===== src/hdl/sma_pkg.sv =====
// Shared types and constants of the stack machine ALU.
`timescale 1ns / 1ps

package sma_pkg;

    localparam int WORD_W  = 32;
    localparam int DEPTH_W = 7;

    typedef enum logic [3:0] {
        OP_PUSH  = 4'd0,
        OP_ADD   = 4'd1,
        OP_SUB   = 4'd2,
        OP_MUL   = 4'd3,
        OP_DIV   = 4'd4,
        OP_MOD   = 4'd5,
        OP_EQ    = 4'd6,
        OP_NE    = 4'd7,
        OP_LT    = 4'd8,
        OP_LE    = 4'd9,
        OP_GT    = 4'd10,
        OP_GE    = 4'd11,
        OP_POPW  = 4'd12,
        OP_POPB  = 4'd13
    } op_t;

    typedef enum logic [1:0] {
        STAT_OK    = 2'd0,
        STAT_UNDER = 2'd1,
        STAT_OVER  = 2'd2,
        STAT_DIVZ  = 2'd3
    } status_t;

    typedef struct packed {
        logic busy;
        logic done;
    } div_stat_t;

endpackage


===== src/hdl/stack_machine_alu_unit.sv =====
// Stack machine execution unit: controller, stack memory and divider.
//
// Usage:
//   Request channel: req_valid / req_stall carry req_type and push_value.
//   Result channel: result_valid / result_stall carry status, out_valid,
//   out_value and stack_depth; every request gives exactly one result.
//   The stack lives in a synchronous memory with a registered read; a
//   sequencer reads the top word, then the next word, computes, and writes
//   the result back over the next word.
//   Push writes from idle; pop passes RD1; add/sub/mul/compare pass RD1,
//   RD2, EXEC and WB; div/mod also wait in DIVW (one quotient bit per
//   cycle in the divider); errors (underflow, overflow, divide by zero)
//   end early. The next request is taken the cycle after a result loads.
//   One request is in work at a time; req_stall is high while it runs.
//   A finished result sits in the output register, and the next request is
//   taken while it waits there; a stalled receiver holds the block only
//   when a second result is ready behind it.
//   Reset empties the stack (depth 0) and drops result_valid; no
//   clearing pass runs over the memory.
`timescale 1ns / 1ps

module stack_machine_alu_unit #(
    parameter int STACK_DEPTH = 64
) (
    input  logic                        clk,
    input  logic                        rst_n,
    input  logic                        req_valid,
    output logic                        req_stall,
    input  logic [3:0]                  req_type,
    input  logic signed [31:0]          push_value,
    output logic                        result_valid,
    input  logic                        result_stall,
    output logic [1:0]                  status,
    output logic                        out_valid,
    output logic signed [31:0]          out_value,
    output logic [sma_pkg::DEPTH_W-1:0] stack_depth
);
    import sma_pkg::*;

    localparam int AW = (STACK_DEPTH > 1) ? $clog2(STACK_DEPTH) : 1;
    localparam int PW = $clog2(STACK_DEPTH + 1);

    typedef enum logic [6:0] {
        ST_IDLE = 7'b0000001,
        ST_RD1  = 7'b0000010,
        ST_RD2  = 7'b0000100,
        ST_EXEC = 7'b0001000,
        ST_DIVW = 7'b0010000,
        ST_WB   = 7'b0100000,
        ST_DONE = 7'b1000000
    } state_t;

    state_t            state_reg, state_next;
    logic [PW-1:0]     sp_reg, sp_next;
    op_t               op_reg, op_next;
    status_t           stat_reg, stat_next;
    logic              popv_reg, popv_next;
    logic [WORD_W-1:0] t_reg, t_next;
    logic [WORD_W-1:0] n_reg, n_next;
    logic [WORD_W-1:0] res_reg, res_next;

    logic               rv_reg;
    status_t            o_stat_reg;
    logic               o_valid_reg;
    logic [WORD_W-1:0]  o_value_reg;
    logic [DEPTH_W-1:0] o_depth_reg;

    op_t               req_op;
    logic [PW-1:0]     sp_m1;
    logic [PW-1:0]     sp_m2;
    logic              out_load;

    logic              mem_we;
    logic [AW-1:0]     mem_waddr;
    logic [WORD_W-1:0] mem_wdata;
    logic [AW-1:0]     mem_raddr;
    logic [WORD_W-1:0] mem_rdata;

    logic              div_start;
    div_stat_t         div_stat;
    logic [WORD_W-1:0] div_quo;
    logic [WORD_W-1:0] div_rem;

    assign req_op   = op_t'(req_type);
    assign sp_m1    = sp_reg - 1'b1;
    assign sp_m2    = sp_reg - 2'd2;
    assign out_load = (state_reg == ST_DONE) && (!rv_reg || !result_stall);

    always_comb
    begin
        state_next = state_reg;
        sp_next    = sp_reg;
        op_next    = op_reg;
        stat_next  = stat_reg;
        popv_next  = popv_reg;
        t_next     = t_reg;
        n_next     = n_reg;
        res_next   = res_reg;
        mem_we     = 1'b0;
        mem_waddr  = sp_reg[AW-1:0];
        mem_wdata  = push_value;
        mem_raddr  = sp_m1[AW-1:0];
        div_start  = 1'b0;

        unique case (state_reg)
            ST_IDLE:
            begin
                if (req_valid)
                begin
                    op_next   = req_op;
                    stat_next = STAT_OK;
                    popv_next = 1'b0;
                    res_next  = '0;
                    state_next = ST_DONE;
                    unique case (req_op) inside
                        OP_PUSH:
                        begin
                            if (sp_reg == PW'(STACK_DEPTH))
                            begin
                                stat_next = STAT_OVER;
                            end
                            else
                            begin
                                mem_we  = 1'b1;
                                sp_next = sp_reg + 1'b1;
                            end
                        end
                        OP_POPW, OP_POPB:
                        begin
                            if (sp_reg == '0)
                            begin
                                stat_next = STAT_UNDER;
                            end
                            else
                            begin
                                state_next = ST_RD1;
                            end
                        end
                        OP_ADD, OP_SUB, OP_MUL, OP_DIV, OP_MOD, OP_EQ,
                        OP_NE, OP_LT, OP_LE, OP_GT, OP_GE:
                        begin
                            if (sp_reg < PW'(2))
                            begin
                                stat_next = STAT_UNDER;
                            end
                            else
                            begin
                                state_next = ST_RD1;
                            end
                        end
                        default:
                        begin
                            stat_next = STAT_OK;
                        end
                    endcase
                end
            end
            ST_RD1:
            begin
                if (op_reg == OP_POPW || op_reg == OP_POPB)
                begin
                    res_next = (op_reg == OP_POPB)
                             ? {{(WORD_W-8){mem_rdata[7]}}, mem_rdata[7:0]}
                             : mem_rdata;
                    popv_next  = 1'b1;
                    sp_next    = sp_m1;
                    state_next = ST_DONE;
                end
                else
                begin
                    // top word arrived; fetch the next one
                    t_next     = mem_rdata;
                    mem_raddr  = sp_m2[AW-1:0];
                    state_next = ST_RD2;
                end
            end
            ST_RD2:
            begin
                n_next = mem_rdata;
                if ((op_reg == OP_DIV || op_reg == OP_MOD) && t_reg == '0)
                begin
                    stat_next  = STAT_DIVZ;
                    state_next = ST_DONE;
                end
                else
                begin
                    state_next = ST_EXEC;
                end
            end
            ST_EXEC:
            begin
                state_next = ST_WB;
                case (op_reg)
                    OP_ADD: res_next = n_reg + t_reg;
                    OP_SUB: res_next = n_reg - t_reg;
                    OP_MUL: res_next = n_reg * t_reg;
                    OP_EQ:  res_next = WORD_W'(n_reg == t_reg);
                    OP_NE:  res_next = WORD_W'(n_reg != t_reg);
                    OP_LT:  res_next = WORD_W'($signed(n_reg) < $signed(t_reg));
                    OP_LE:  res_next = WORD_W'($signed(n_reg) <= $signed(t_reg));
                    OP_GT:  res_next = WORD_W'($signed(n_reg) > $signed(t_reg));
                    OP_GE:  res_next = WORD_W'($signed(n_reg) >= $signed(t_reg));
                    default:
                    begin
                        div_start  = 1'b1;
                        state_next = ST_DIVW;
                    end
                endcase
            end
            ST_DIVW:
            begin
                if (div_stat.done)
                begin
                    res_next   = (op_reg == OP_DIV) ? div_quo : div_rem;
                    state_next = ST_WB;
                end
            end
            ST_WB:
            begin
                // result replaces the next-of-top word
                mem_we     = 1'b1;
                mem_waddr  = sp_m2[AW-1:0];
                mem_wdata  = res_reg;
                sp_next    = sp_m1;
                state_next = ST_DONE;
            end
            ST_DONE:
            begin
                if (out_load)
                begin
                    state_next = ST_IDLE;
                end
            end
            default:
            begin
                state_next = ST_IDLE;
            end
        endcase
    end

    always_ff @(posedge clk or negedge rst_n)
    begin
        if (!rst_n)
        begin
            state_reg <= ST_IDLE;
            sp_reg    <= '0;
            rv_reg    <= 1'b0;
        end
        else
        begin
            state_reg <= state_next;
            sp_reg    <= sp_next;
            if (out_load)
            begin
                rv_reg <= 1'b1;
            end
            else if (!result_stall)
            begin
                rv_reg <= 1'b0;
            end
        end
    end

    always_ff @(posedge clk)
    begin
        op_reg   <= op_next;
        stat_reg <= stat_next;
        popv_reg <= popv_next;
        t_reg    <= t_next;
        n_reg    <= n_next;
        res_reg  <= res_next;
        if (out_load)
        begin
            o_stat_reg  <= stat_reg;
            o_valid_reg <= popv_reg;
            o_value_reg <= popv_reg ? res_reg : '0;
            o_depth_reg <= DEPTH_W'(sp_reg);
        end
    end

    sma_stack_ram #(
        .DEPTH (STACK_DEPTH),
        .AW    (AW)
    ) u_ram (
        .clk   (clk),
        .we    (mem_we),
        .waddr (mem_waddr),
        .wdata (mem_wdata),
        .raddr (mem_raddr),
        .rdata (mem_rdata)
    );

    sma_div u_div (
        .clk       (clk),
        .rst_n     (rst_n),
        .start     (div_start),
        .dividend  (n_reg),
        .divisor   (t_reg),
        .stat      (div_stat),
        .quotient  (div_quo),
        .remainder (div_rem)
    );

    assign req_stall    = (state_reg != ST_IDLE);
    assign result_valid = rv_reg;
    assign status       = o_stat_reg;
    assign out_valid    = o_valid_reg;
    assign out_value    = o_value_reg;
    assign stack_depth  = o_depth_reg;

`ifndef SYNTH
    a_sp_bound: assert property (@(posedge clk) disable iff (!rst_n)
        sp_reg <= PW'(STACK_DEPTH))
        else $error("stack pointer beyond stack depth");

    a_sp_step: assert property (@(posedge clk) disable iff (!rst_n)
        sp_reg == $past(sp_reg) || sp_reg == $past(sp_reg) + 1'b1
        || sp_reg == $past(sp_reg) - 1'b1)
        else $error("stack pointer moved by more than one word");

    a_we_state: assert property (@(posedge clk) disable iff (!rst_n)
        mem_we |-> (state_reg == ST_IDLE || state_reg == ST_WB))
        else $error("stack write outside push or write-back");

    a_rv_from_done: assert property (@(posedge clk) disable iff (!rst_n)
        $rose(rv_reg) |-> $past(state_reg == ST_DONE))
        else $error("result presented without a finished request");

    a_div_done: assert property (@(posedge clk) disable iff (!rst_n)
        div_stat.done |-> (state_reg == ST_DIVW && !div_stat.busy))
        else $error("divider finished while no division was pending");
`endif

endmodule


===== src/hdl/sma_stack_ram.sv =====
// Stack word memory: one write port, one registered read port.
`timescale 1ns / 1ps

module sma_stack_ram #(
    parameter int DEPTH = 64,
    parameter int AW    = 6
) (
    input  logic                      clk,
    input  logic                      we,
    input  logic [AW-1:0]             waddr,
    input  logic [sma_pkg::WORD_W-1:0] wdata,
    input  logic [AW-1:0]             raddr,
    output logic [sma_pkg::WORD_W-1:0] rdata
);
    import sma_pkg::*;

    logic [WORD_W-1:0] mem [DEPTH];
    logic [WORD_W-1:0] rdata_reg;

    always_ff @(posedge clk)
    begin
        if (we)
        begin
            mem[waddr] <= wdata;
        end
        rdata_reg <= mem[raddr];
    end

    assign rdata = rdata_reg;

endmodule


===== src/hdl/sma_div.sv =====
// Iterative signed divider, one quotient bit per cycle.
`timescale 1ns / 1ps

module sma_div (
    input  logic                       clk,
    input  logic                       rst_n,
    input  logic                       start,
    input  logic [sma_pkg::WORD_W-1:0] dividend,
    input  logic [sma_pkg::WORD_W-1:0] divisor,
    output sma_pkg::div_stat_t         stat,
    output logic [sma_pkg::WORD_W-1:0] quotient,
    output logic [sma_pkg::WORD_W-1:0] remainder
);
    import sma_pkg::*;

    localparam int CW = $clog2(WORD_W);

    logic              busy_reg, busy_next;
    logic              done_reg, done_next;
    logic [CW-1:0]     cnt_reg, cnt_next;
    logic [WORD_W-1:0] rem_reg, rem_next;
    logic [WORD_W-1:0] quo_reg, quo_next;
    logic [WORD_W-1:0] dsr_reg, dsr_next;
    logic              neg_q_reg, neg_q_next;
    logic              neg_r_reg, neg_r_next;
    logic [WORD_W:0]   shifted;
    logic [WORD_W:0]   trial;

    always_comb
    begin
        busy_next  = busy_reg;
        done_next  = 1'b0;
        cnt_next   = cnt_reg;
        rem_next   = rem_reg;
        quo_next   = quo_reg;
        dsr_next   = dsr_reg;
        neg_q_next = neg_q_reg;
        neg_r_next = neg_r_reg;
        shifted    = {rem_reg, quo_reg[WORD_W-1]};
        trial      = shifted - {1'b0, dsr_reg};
        if (start)
        begin
            busy_next  = 1'b1;
            cnt_next   = '0;
            rem_next   = '0;
            quo_next   = dividend[WORD_W-1] ? (WORD_W'(0) - dividend) : dividend;
            dsr_next   = divisor[WORD_W-1] ? (WORD_W'(0) - divisor) : divisor;
            neg_q_next = dividend[WORD_W-1] ^ divisor[WORD_W-1];
            neg_r_next = dividend[WORD_W-1];
        end
        else if (busy_reg)
        begin
            // keep the partial remainder when the trial subtract goes negative
            if (!trial[WORD_W])
            begin
                rem_next = trial[WORD_W-1:0];
                quo_next = {quo_reg[WORD_W-2:0], 1'b1};
            end
            else
            begin
                rem_next = shifted[WORD_W-1:0];
                quo_next = {quo_reg[WORD_W-2:0], 1'b0};
            end
            cnt_next = cnt_reg + 1'b1;
            if (cnt_reg == CW'(WORD_W - 1))
            begin
                busy_next = 1'b0;
                done_next = 1'b1;
            end
        end
    end

    always_ff @(posedge clk or negedge rst_n)
    begin
        if (!rst_n)
        begin
            busy_reg <= 1'b0;
            done_reg <= 1'b0;
            cnt_reg  <= '0;
        end
        else
        begin
            busy_reg <= busy_next;
            done_reg <= done_next;
            cnt_reg  <= cnt_next;
        end
    end

    always_ff @(posedge clk)
    begin
        rem_reg   <= rem_next;
        quo_reg   <= quo_next;
        dsr_reg   <= dsr_next;
        neg_q_reg <= neg_q_next;
        neg_r_reg <= neg_r_next;
    end

    assign stat.busy = busy_reg;
    assign stat.done = done_reg;
    assign quotient  = neg_q_reg ? (WORD_W'(0) - quo_reg) : quo_reg;
    assign remainder = neg_r_reg ? (WORD_W'(0) - rem_reg) : rem_reg;

endmodule

===== config.mk =====
export PLATFORM = sky130hd
export DESIGN_NAME = stack_machine_alu_unit
export DESIGN_NICKNAME = d
export VERILOG_FILES = /design/src/hdl/sma_pkg.sv /design/src/hdl/stack_machine_alu_unit.sv /design/src/hdl/sma_stack_ram.sv /design/src/hdl/sma_div.sv
export SDC_FILE = /design/constraint.sdc
export NUM_CORES = 2
export LEC_CHECK = 0
export BUFFER_PORTS_ARGS = -buffer_cell sky130_fd_sc_hd__buf_2
export CORE_UTILIZATION = 50
export CTS_CLUSTER_SIZE = 16
export DETAILED_ROUTE_END_ITERATION = 10
export GPL_TIMING_DRIVEN = 0
export PLACE_DENSITY_LB_ADDON = 0.1
export SLEW_MARGIN = 10
export SYNTH_ARGS = -nofsm -noshare
export SYNTH_HDL_FRONTEND = slang
export SYNTH_SLANG_ARGS = --single-unit

===== constraint.sdc =====
create_clock -name clk -period 7.7 [get_ports clk]
set_clock_uncertainty 0.15 [all_clocks]
set_input_delay 0.77 -clock clk [delete_from_list [all_inputs] [get_ports clk]]
set_output_delay 0.77 -clock clk [all_outputs]
set_load 0.01 [all_outputs]

**Word-level counts from Yosys, hierarchy flattened**

Memories as Yosys holds them, arrays and structs flattened. A register that Yosys moved wholly into a read port is not among the register bits.
Cells that the tools add are included.

- Register bits after elaboration: 265
- Memory bits (writable): 2048
- Input bits: 40
- Output and inout port bits: 44
- Logic and storage cells: 176
- Memories: 1

- Add/subtract/negate cells: 11
- $mul: 1
- Order comparisons: 5
- Eq/ne operators: 47
- Mux-type cells: 62
- Bitwise gates (word level): 2
- Reduce and logical (&&, ||, !) cells: 25

Memories:

| name | depth | width | rd ports | clocked after Yosys merged registers in | write ports | line | text |
|---|---|---|---|---|---|---|---|
| u_ram.mem | 64 | 32 | 1 | 1 | 1 | sma_stack_ram.sv:17 | `logic [WORD_W-1:0] mem [DEPTH];` |

Operators by type and width:

| kind | count |
|---|---|
| $mux 32 | 12 |
| $pmux 32 s9 | 1 |
| $pmux 32 s4 | 1 |
| $sub 1x32->32 const A | 4 |
| $mux 7 | 11 |
| $pmux 7 s7 | 1 |
| $eq 4x4->1 const B | 12 |
| $sub 33x32->33 | 1 |
| $add 32x32->32 | 1 |
| $eq 32x32->1 | 1 |
| $eq 4x3->1 const B | 8 |
| $ge 32x32->1 | 1 |
| $gt 32x32->1 | 1 |
| $le 32x32->1 | 1 |
| $logic_not 32->1 | 1 |
| $lt 32x32->1 | 1 |
| $mul 32x32->32 | 1 |
| $ne 32x32->1 | 1 |
| $sub 32x32->32 | 1 |
| $mux 31 | 1 |
| $mux 6 | 4 |
| $pmux 7 s3 | 1 |
| $mux 1 | 20 |
| $eq 4x2->1 const B | 4 |
| 40 further kinds | 62 |

**Logic depth before layout (Yosys ltp)**

- Word-level depth: 7
- Depth in mapped cells: 28
- Depth with buffers taken out: 26

**By module**

Synthesis repeated with hierarchy kept, for this count alone.

- Cell total of the unflattened synthesis: 7248
- Area total of the unflattened synthesis: 113802.9 um^2

Modules (own cells, without submodules):

| module | times used | cells an instance | area an instance (um^2) | sequential area each (um^2) |
|---|---|---|---|---|
| sma_stack_ram | 1 | 3324 | 78515.3 | 62139.6 |
| stack_machine_alu_unit | 1 | 2921 | 26715.6 | 4730.8 |
| sma_div | 1 | 1003 | 8572.0 | 2797.7 |

**Worst setup path before layout**

OpenSTA, ideal clock, no wires.

- Kind: reg2reg
- Start: register state_reg[3]
- End: register res_reg[0], enable pin
- Setup time: 0.594 ns
- Data arrival time: 6.872 ns
- Required time: 6.956 ns
- Setup slack: 0.083 ns
- Cell stages (with the launch flop): 7
- Buffers on the path: 1
- Period minus slack after synthesis: 7.617 ns
- Path through: dfrtp_1 > or4_1 > or3_1 > clkbuf_1 > inv_1 > nor3_1 > a2111oi_0

- Longest elaborated chain between the ends: 3
- Elaborated cells on any way between the ends: 10
- Those cells by class: eq/ne: 8; reduce/logical: 2

Ends and longest elaborated chain:

| item | line | text |
|---|---|---|
| start, declared | stack_machine_alu_unit.sv:53 | `state_t state_reg, state_next;` |
| start signal, assigned | stack_machine_alu_unit.sv:251 | `state_reg <= state_next;` |
| $eq 7x4->1, or another cell as far along | stack_machine_alu_unit.sv:105 | `unique case (state_reg)` |
| $ne 10x10->1 (no source line), or another cell as far along | -- |  |
| $reduce_and 5->1 (no source line) (*) | -- |  |
| end signal, assigned | stack_machine_alu_unit.sv:271 | `res_reg <= res_next;` |
| end, declared | stack_machine_alu_unit.sv:60 | `logic [WORD_W-1:0] res_reg, res_next;` |

Mark *: on every way between the ends. The rest lies on a longest branch, timed or not.
A chain may end at the register's enable or synchronous reset.

**Final worst setup path**

- Start: register n_reg[9]
- End: register res_reg[31] (data pin)

- Longest elaborated chain between the ends: 3
- Elaborated cells on any way between the ends: 5
- Those cells by class: add/sub: 2; mul: 1; mux: 2

Ends and longest elaborated chain:

| item | line | text |
|---|---|---|
| start, declared | stack_machine_alu_unit.sv:59 | `logic [WORD_W-1:0] n_reg, n_next;` |
| start signal, assigned | stack_machine_alu_unit.sv:270 | `n_reg <= n_next;` |
| $mul 32x32->32, or another cell as far along | stack_machine_alu_unit.sv:196 | `OP_MUL: res_next = n_reg * t_reg;` |
| $pmux 32 s9 (*) | stack_machine_alu_unit.sv:193 | `case (op_reg)` |
| $pmux 32 s4 (*) | stack_machine_alu_unit.sv:105 |  |
| net res_next[31] | stack_machine_alu_unit.sv:60 |  |

Mark *: on every way through the listed nets, which the timed path passes. The rest lies on a longest branch.

==> results.md <==
Run status:
- The flow ran to the end, but the final reports show violations.
- The final reports fail on setup timing.

GRT:
- The maximum number of pins on one net before global-route repair is 65.
- The overall global routing resource usage is 36.37%.
- The first-pass GRT wire length is 589,100 µm.
- The initial antenna violation count came to 34.
- The via count of the first global-routing pass is 77,390.
- Global routing finished with a remaining overflow of 0.

Timing:
- Hold timing on the final database bottoms out at a slack of 85.77 ps.
- After layout, the minimum clock period comes to 7970 ps.
- For the pin with the worst max-slew slack, the measured transition is 1396 ps.
- Across all setup checks in the final design, the least slack found is -269.8 ps.
- The final count of negative-setup-slack endpoints is 11.
- The fmax is 125.5 MHz.
- Of the available clock period, the critical path in the final layout requires 103.5%.
- In this run the tightest slew margin relative to its limit is 6.961%.
- The total count of max-transition violations in the final report is 0.
- The hold violation count in the final report is 0.
- Setup repair after global routing could not meet its margin everywhere.

Synthesis:
- Dividing the synthesized area by the synthesized cell count gives 12.44 µm².
- The XOR/XNOR share of the synthesized area is 2.075%.
- Synthesis produced 9,265 cells.
- The predominant post-synthesis flop cell is sky130_fd_sc_hd__edfxtp_1.
- The synthesized netlist contains 86 unique library cells.
- After Yosys synthesis, full adders, half adders and majority gates account for 9.628% of the synthesized area.
- The post-synthesis compound-gate area fraction is 10.21%.
- The number of warnings issued by yosys is 0.
- Counting flops with an async set or reset pin after synthesis yields a share of 0.9382%.
- The simple-gate share of the synthesized area is 12.02%.
- The synthesized area is 115,200 µm².
- Of the synthesized area, sequential elements account for 60.47%.
- The number of enable-type register cells in the synthesized netlist is 2,259.
- The main combinational cell family by area after synthesis is simple AND/OR/NAND/NOR gates.
- The number of nets handed over by synthesis was 9,945.
- The number of storage elements in the synthesis netlist is 2,345.
- The mux cell area share after synthesis is 1.921%.

Clocking:
- In this run the deepest clock path goes through 3 buffers.
- CTS placed an instance of sky130_fd_sc_hd__clkbuf_16 at the clock tree root.
- The later pin in the worst-skew pair is clocked with a latency of 920 ps.
- Buffers inserted during clock tree synthesis total 235.
- The post-CTS clock slew at the launch and capture registers of the worst setup and hold paths is 60 ps.
- TritonCTS built the clock tree.
- The CTS sink count is 2,345.
- The CTS H-tree depth is 4.

Placement:
- Routability-driven placement finished with a final weighted congestion of 1.078.
- Once detailed placement completed, the half-perimeter wirelength came to 311,400 µm.
- The worst setup slack after placement is -2730 ps.
- Once placement finished, the instance area stood at 122,600 µm².
- Port buffering added 83 buffers.

Worst setup path:
- In this run the critical register-to-register path is captured at res_reg[31]$_DFFE_PP_.
- The type of element capturing the critical path is a flip-flop.
- The critical path required time is 8200 ps.
- The most frequent cell on the critical path is sky130_fd_sc_hd__fa_1.
- The category of cells accounting for the largest share of critical-path delay is adder cells.
- The worst setup path is of the flip-flop to flip-flop kind.
- The worst setup path is launched from a flip-flop.
- The number of buffers and inverters on the critical path is 5.
- The critical path starts at n_reg[9]$_DFFE_PP_.
- For the worst setup path, the data arrival time is 8470 ps.
- The slowest stage of the critical path belongs to the cell sky130_fd_sc_hd__fa_2.
- The setup check on the worst reg-to-reg path leaves a slack of -270 ps.
- The startpoint of the lowest-slack register-to-register path is n_reg[9]$_DFFE_PP_.
- The signal on the critical path passes through clkbuf_16, buf_12, buf_4, and2_1, fa_1, inv_1, fa_1, fa_1, inv_1, fa_1, ha_4, fa_1, fa_1, fa_2, ha_4, a21o_1, a21o_1, a21oi_2, o21bai_2, a2111oi_4, o31ai_4, xnor2_2, a221oi_2, a211oi_4.
- The highest fanout seen on the critical path is 10.
- The delay contributed by the slowest stage of the critical path is 600 ps.
- Counting buffers and inverters, the worst setup path is 24 cells deep.
- The depth of the worst register-to-register path is 24.
- The critical path ends at res_reg[31]$_DFFE_PP_.

Run:
- The max-capacitance violation count is 0.

Die:
- The core area is 228,200 µm².
- From left edge to right edge, the die measures 482.0 µm.
- The die area is 232,400 µm².
- The placement row count is 175.
- The vertical extent of the die is 482.0 µm.
- Once the floorplan was initialized, standard cells occupied 50.50% of the core.
- 84 I/O pins were placed.

Detailed routing:
- The detailed-route via count is 81,060.
- The post-detailed-route count of antenna-violating nets is 0.
- The overall routed net length is 424,100 µm.
- The via density per instance is 6.219.
- The detailed-router iteration count before antenna repair is 10.
- The post-route DRC violation count is 0.
- The average routed wire per standard cell is 32.54 µm.
- The first routing iteration left 10,080 violations.

Finish:
- The growth of design area from synthesis to finish is 14.98%.
- The fraction of layout cells with a size suffix above 1 is 10.38%.
- Cells fill 58.06% of the core in the end.
- The total number of nets in the final design is 10,480.
- The flip-flop count of the largest register, all copies and words added is 2,048.
- Once layout is done, the placed cells without fillers occupy 132,500 µm².
- The register bank with the most flops is u_ram.mem.
- Fill cells in the final layout number 18,570.

Hold path:
- The class of the tightest hold or removal check is input port to flip-flop.
[area by class of cell]
type | instances | area, µm² | share of cell area, %
Multi-Input combinational cell | 5814 | 42620 | 32.18
Buffer | 604 | 3084 | 2.328
Antenna cell | 12 | 30.03 | 0.02267
Tap cell | 3009 | 3765 | 2.842
Inverter | 501 | 1889 | 1.426
Clock inverter | 154 | 1490 | 1.125
Timing Repair Buffer | 303 | 3745 | 2.827
Clock buffer | 292 | 6177 | 4.663
Sequential cell | 2345 | 69670 | 52.59
[how the worst min path moves through the flow]
stage               slack [ps]                       from  cells past startpoint                        to
floorplan                  250  stat_reg[0]$_SDFFCE_PP1P_                      0       status[0]$_DFFE_PP_
finish                      90                  req_valid                      3  state_reg[1]$_DFFE_PN0P_
detailed placement         290      sp_reg[5]$_DFFE_PN0P_                      0  stack_depth[5]$_DFFE_PP_
global placement           280      sp_reg[5]$_DFFE_PN0P_                      0  stack_depth[5]$_DFFE_PP_
global route                50                  req_valid                      3  state_reg[1]$_DFFE_PN0P_
CTS                         30                  req_valid                      3  state_reg[1]$_DFFE_PN0P_
[worst register-to-register path, delay by kind of cell (launching register included)]
family	cells	cell delay (ps)
adder cells (fa/ha/maj)	9	4130
AO/OA/AOI/OAI	8	1790
buffers and inverters	5	670
flip-flops	1	570
XOR/XNOR	1	250
AND/OR/NAND/NOR	1	190
[synthesized netlist by cell type, drive strengths merged, types with 66 or more instances]
cell type / instances / area share, %
edfxtp: 2259 / 59
nand2: 1666 / 5.4
and2: 552 / 3.0
clkbuf: 523 / 1.7
inv: 500 / 1.6
fa: 411 / 7.1
nand3: 313 / 1.4
a211oi: 284 / 1.9
a31oi: 270 / 1.5
nor2: 252 / 0.82
o21ai: 241 / 1.0
ha: 229 / 2.5
mux2i: 220 / 1.9
a21oi: 196 / 0.85
xnor2: 167 / 1.3
a221oi: 141 / 1.1
xor2: 106 / 0.81
buf: 82 / 0.33
a222oi: 66 / 0.57
a311oi: 66 / 0.50
[cell families after synthesis]
| kind of cell | after synthesis |
|---|---|
| simple gates | 3034 |
| fa+ha+maj | 640 |
| flops | 2345 |
| mux | 221 |
| xor+xnor | 273 |
| compound gates | 1646 |
| buf+inv | 1106 |
[per-stage QoR]
| step | setup TNS [ps] | cells |
|---|---|---|
| after floorplan | 0 | 9265 |
| after CTS | -340.8 | 13000 |
| after global placement | -169510 | 12360 |
| final | -1041 | 13030 |
| after detailed placement | -27060 | 12470 |
| after global routing | -2193 | 13030 |
[layout by cell type, fill, tap and decap left out, types with 58 or more instances in the layout]
cell,instances
sky130_fd_sc_hd__a211oi_1,283
sky130_fd_sc_hd__a21oi_1,186
sky130_fd_sc_hd__a221oi_1,140
sky130_fd_sc_hd__a222oi_1,66
sky130_fd_sc_hd__a311oi_1,66
sky130_fd_sc_hd__a31oi_1,270
sky130_fd_sc_hd__a32o_1,64
sky130_fd_sc_hd__and2_0,99
sky130_fd_sc_hd__and2_1,441
sky130_fd_sc_hd__buf_12,59
sky130_fd_sc_hd__buf_2,130
sky130_fd_sc_hd__buf_4,103
sky130_fd_sc_hd__clkbuf_1,467
sky130_fd_sc_hd__clkbuf_16,253
sky130_fd_sc_hd__clkinv_2,58
sky130_fd_sc_hd__dfxtp_1,64
sky130_fd_sc_hd__edfxtp_1,2259
sky130_fd_sc_hd__fa_1,400
sky130_fd_sc_hd__ha_1,217
sky130_fd_sc_hd__inv_1,492
sky130_fd_sc_hd__mux2i_1,219
sky130_fd_sc_hd__nand2_1,1632
sky130_fd_sc_hd__nand3_1,312
sky130_fd_sc_hd__nor2_1,186
sky130_fd_sc_hd__nor2_4,65
sky130_fd_sc_hd__o21ai_0,222
sky130_fd_sc_hd__xnor2_1,158
sky130_fd_sc_hd__xor2_1,101
[per-layer routing]
metal / share of wire [%] / GRT usage, %
met2: 44 / 54.74
met5: 0.023 / 0
met1: 40 / 49.34
met4: 6.3 / 19.70
met3: 9.7 / 8.024
[repair_timing]
item	in CTS	in global routing
pin swaps	49	44
resized for setup	293	74
hold endpoints to repair	25	0
setup buffers	81	14
cloned	1	0
hold buffers	5	0
setup endpoints to repair	19	17
Power is not shown: default switching activity piles up to over one toggle a cycle in this logic, so the estimate is an artifact.
